File: config.mk
export PLATFORM = sky130hd
export DESIGN_NAME = drt_ram
export DESIGN_NICKNAME = d
export VERILOG_FILES = /design/src/rtl/drt_pkg.sv /design/src/rtl/drt_ram.sv
export SDC_FILE = /design/constraint.sdc
export NUM_CORES = 1
export LEC_CHECK = 0
export ABC_AREA = 1
export BUFFER_PORTS_ARGS = -buffer_cell sky130_fd_sc_hd__buf_2
export CELL_PAD_IN_SITES_DETAIL_PLACEMENT = 1
export CELL_PAD_IN_SITES_GLOBAL_PLACEMENT = 1
export CORE_ASPECT_RATIO = 0.9
export CORE_UTILIZATION = 40
export CTS_CLUSTER_DIAMETER = 30
export CTS_CLUSTER_SIZE = 24
export DETAILED_ROUTE_END_ITERATION = 12
export PLACE_DENSITY_LB_ADDON = 0.1
export SLEW_MARGIN = 20
export SYNTH_ARGS = -nofsm -noshare
export SYNTH_HDL_FRONTEND = slang
export SYNTH_SLANG_ARGS = --single-unit
File: constraint.sdc
create_clock -name clock -period 2.04 [get_ports clock]
set_clock_uncertainty 0.05 [all_clocks]
set_input_delay 0.102 -clock clock [delete_from_list [all_inputs] [get_ports clock]]
set_output_delay 0.102 -clock clock [all_outputs]
set_load 0.005 [all_outputs]
File: src/rtl/drt_pkg.sv
// Shared types, constants and helpers for the dirty rectangle tracker.
package drt_pkg;

   localparam int CHAN_W         = 8;
   localparam int PIX_W          = 32;
   localparam int DIM_W          = 10;
   localparam int COORD_W        = 9;
   localparam int DIM_MAX        = 1023;
   localparam int DIM_RESET      = 512;
   localparam int DEF_MAX_WIDTH  = 512;
   localparam int DEF_MAX_HEIGHT = 512;

   localparam int CSR_ADDR_W = 3;
   localparam int CSR_DATA_W = 32;
   localparam int CSR_IDX_W  = 1;

   localparam logic [PIX_W-1:0] OPAQUE_BLACK = 32'hFF00_0000;

   typedef logic [CSR_IDX_W-1:0] csr_idx_type;
   localparam csr_idx_type REG_FRAME_WIDTH  = 1'b0;
   localparam csr_idx_type REG_FRAME_HEIGHT = 1'b1;

   typedef struct packed {
      logic [CHAN_W-1:0] red;
      logic [CHAN_W-1:0] green;
      logic [CHAN_W-1:0] blue;
      logic [CHAN_W-1:0] alpha;
   } req_data_type;

   typedef struct packed {
      logic               any_change;
      logic               whole_frame;
      logic [COORD_W-1:0] left_col;
      logic [COORD_W-1:0] top_row;
      logic [COORD_W-1:0] right_col;
      logic [COORD_W-1:0] bottom_row;
   } rsp_data_type;

   // zero reads as one, anything above the limit reads as the limit
   function automatic logic [DIM_W-1:0] clamp_dim(input logic [DIM_W-1:0] v,
                                                  input int unsigned lim);
      if (v == '0) begin
         return DIM_W'(1);
      end
      if (32'(v) > lim) begin
         return DIM_W'(lim);
      end
      return v;
   endfunction

endpackage

File: src/rtl/drt_ram.sv
// Generic single-clock RAM: one write port, one read port, registered read.
module drt_ram #(
   parameter int WIDTH = drt_pkg::PIX_W,
   parameter int DEPTH = 2,
   localparam int ADDR_W = (DEPTH > 1) ? $clog2(DEPTH) : 1
) (
   input  logic              clock,
   input  logic              we,
   input  logic [ADDR_W-1:0] waddr,
   input  logic [WIDTH-1:0]  wdata,
   input  logic              re,
   input  logic [ADDR_W-1:0] raddr,
   output logic [WIDTH-1:0]  rdata
);

   logic [WIDTH-1:0] mem [DEPTH];
   logic [WIDTH-1:0] rdata_ff;

   // read during write to the same address returns the old word
   always_ff @(posedge clock) begin
      if (we) begin
         mem[waddr] <= wdata;
      end
      if (re) begin
         rdata_ff <= mem[raddr];
      end
   end

   assign rdata = rdata_ff;

endmodule

==> reports/results.ini <==
[global_routing]
antenna_found_initial = 0
grt_max_degree = 33
grt_pass1_wl_um = 9680
grtUsageTotal_pct = 15.6
grt_pass1_vias = 1965
overflow = 0

[cts]
cts_inserted_buffers = 9
ctsResizeCount = 0
clk_path_buf_depth = 2
tritoncts = built
htreeDepth = 3
clk_latency_ns = 0.35
cts_post_setup_buffers_inserted = 0
clkSlewWorstSetupHoldPaths_ns = 0.09
cts-root-buf = clkbuf_8
clock_sinks = 96

[synth]
synth_edf_count = 96
synth_area_mm2 = 0.00339
synth_common_cells = edfxtp_1, nand2_1, nand2_2
synth_cells = 204
synth.most_common_cell = edfxtp_1
synthFlopType = edfxtp_1
async_flop_share_pct = 0
ys_top_cells_by_area = edfxtp_1, nand2_1, nand2_2
ys_ff_latch = 96
synth.top_cell.area_share_pct = 85.0
synth.distinct_cells = 9
yosysSeqAreaShare_pct = 85.0
yosysTopAreaCell = edfxtp_1
avgSynthCellArea_um2 = 16.6
syn_nets = 241
yosys_warnings = 0

[detailed_routing]
met1Wirelength_um = 2770
viasPerCell = 4.57
first_pass_iters = 4
drc_errors = 0
wl_met3_um = 253
drt_iter0_markers = 50
vias = 1900
top_layer = met4
dr_wl_met2_um = 3240
drt-total-wl_um = 6350
drtAntennaViolNets = 0
wl_per_cell_um = 15.3

[setup_path]
rr_endpoint = rdata[14]
worst_setup_path_startpoint = rdata[20]
worst-setup-path-type = reg -> out
slowest_stage = edfxtp_1
r2r_cells = 2
crit_fanout = 1
worst-path-stages = 1
critPathLaunchType = register
critPathCapture = rdata[20]
arrival_ns = 0.93
r2r_setup_slack_ns = 1.21
crit_buf_inv = 1
max_stage_delay_ns = 0.42
endpoint_kind = primary output
required_ns = 1.89
path_delay_family = flip-flops
cp_cell_sequence = buf_2
r2r_start = mem[1][14]

[placed_design]
dp_slack_ns = 0.758
io_buffers = 68
place_area_mm2 = 0.00381
place.gp.congestion = 0.685
hpwl_um = 3710

[finish]
syn2layout_area_growth_pct = 28.2
stdcell_area_mm2 = 0.00435
antenna_cells = 0
nets = 349
drive_gt1_share_pct = 31.5

[sta]
finalSetupViolations = 0
min_period_ns = 1.08
whs_ns = 0.101
slew_violations = 0
worst_slew_pin_slew_ns = 0.755
timing.final.ws_setup_ns = 0.957
fmax_mhz = 923
hold_violations = 0
finalCritPeriodShare_pct = 53.1
finalSetupTns_ns = 0
slew-limit-headroom_pct = 49.6
rsz0062_at_grt = no

[floorplanning]
io_pins = 69
rows = 31
die_w_um = 99.0
initial_core_util_pct = 41.6
die_h_um = 89.3
coreArea_mm2 = 0.00815
dieArea_mm2 = 0.00885

[worst_hold_path]
hold_class = in -> reg

[power]
peakVddDrop_uv = 472
powerDensity_mw_per_mm2 = 918
p_leak_nw = 1.76

[outcome]
status = completed

[flow_run]
maxCapViolCount = 0

[layer usage]
| metal | global-route usage [%] | up-vias |
|---|---|---|
| met5 | 0 | - |
| met4 | 4.88 | 0 |
| met3 | 5.39 | 6 |
| met2 | 27.6 | 47 |
| met1 | 18.0 | 926 |
| li1 | - | 921 |
[what timing repair did]
action	4_1_cts	5_1_grt
endpoints found under the hold margin	64	0
endpoints found under the setup margin	0	0
hold buffers	32	0
[how the worst min path moves through the flow]
stage / start / to / slack, ns / cells after the start
detailed placement: wdata[22] / mem[1][22] / 0.25 / 1
global placement: wdata[22] / mem[1][22] / 0.24 / 1
global route: waddr / mem[0][18] / 0.09 / 2
floorplan: wdata[0] / mem[0][0] / 0.15 / 0
finish: waddr / mem[0][18] / 0.10 / 2
CTS: waddr / mem[0][18] / 0.09 / 2
[area by class of cell]
cell class	instances	area [µm²]
Clock buffer	9	124
Clock inverter	7	93.8
Multi-Input combinational cell	98	400
Fill cell	815	3800
Tap cell	99	124
Timing Repair Buffer	104	703
Inverter	3	18.8
Sequential cell	96	2880
[cell usage in the layout (no fill, tap or decap)]
cell and n:
inv_6 1, nand2_1 87, buf_2 68, inv_1 2
buf_12 1, dlygate4sd3_1 32, clkinv_2 2, nand2_2 10
edfxtp_1 96, inv_8 1, buf_4 3, bufinv_16 2
clkinvlp_4 2, clkbuf_8 9, nor2_4 1
[where the power goes]
| part | internal, W | leakage (nW) | switching (W) | total, W |
|---|---|---|---|---|
| Combinational | 0.000129 | 0.737 | 0.000151 | 0.000280 |
| Sequential | 0.00233 | 0.918 | 0.0000349 | 0.00236 |
| Clock | 0.000690 | 0.106 | 0.000657 | 0.00135 |
| Total | 0.00315 | 1.76 | 0.000843 | 0.00399 |
[stage by stage]
stage	instances	utilization (%)	total power (W)
6_report	416	53.4	0.00399
3_5_place_dp	368	46.8	0.00264
5_1_grt	416	53.4	0.00413
4_1_cts	416	53.4	0.00402
3_3_place_gp	368	46.8	0.00263
2_1_floorplan	204	-	0.00251
[flip-flops by register name, indices dropped and copies added, names as in the netlist]
register / cells
mem: 64
rdata: 32
[logic make-up after synthesis]
family	after synthesis	synth area share (%)
buffers and inverters	10	3.36
flip-flops	96	85.0
AND/OR/NAND/NOR	98	11.6
No activity file was read; power rests on OpenSTA's default activity.
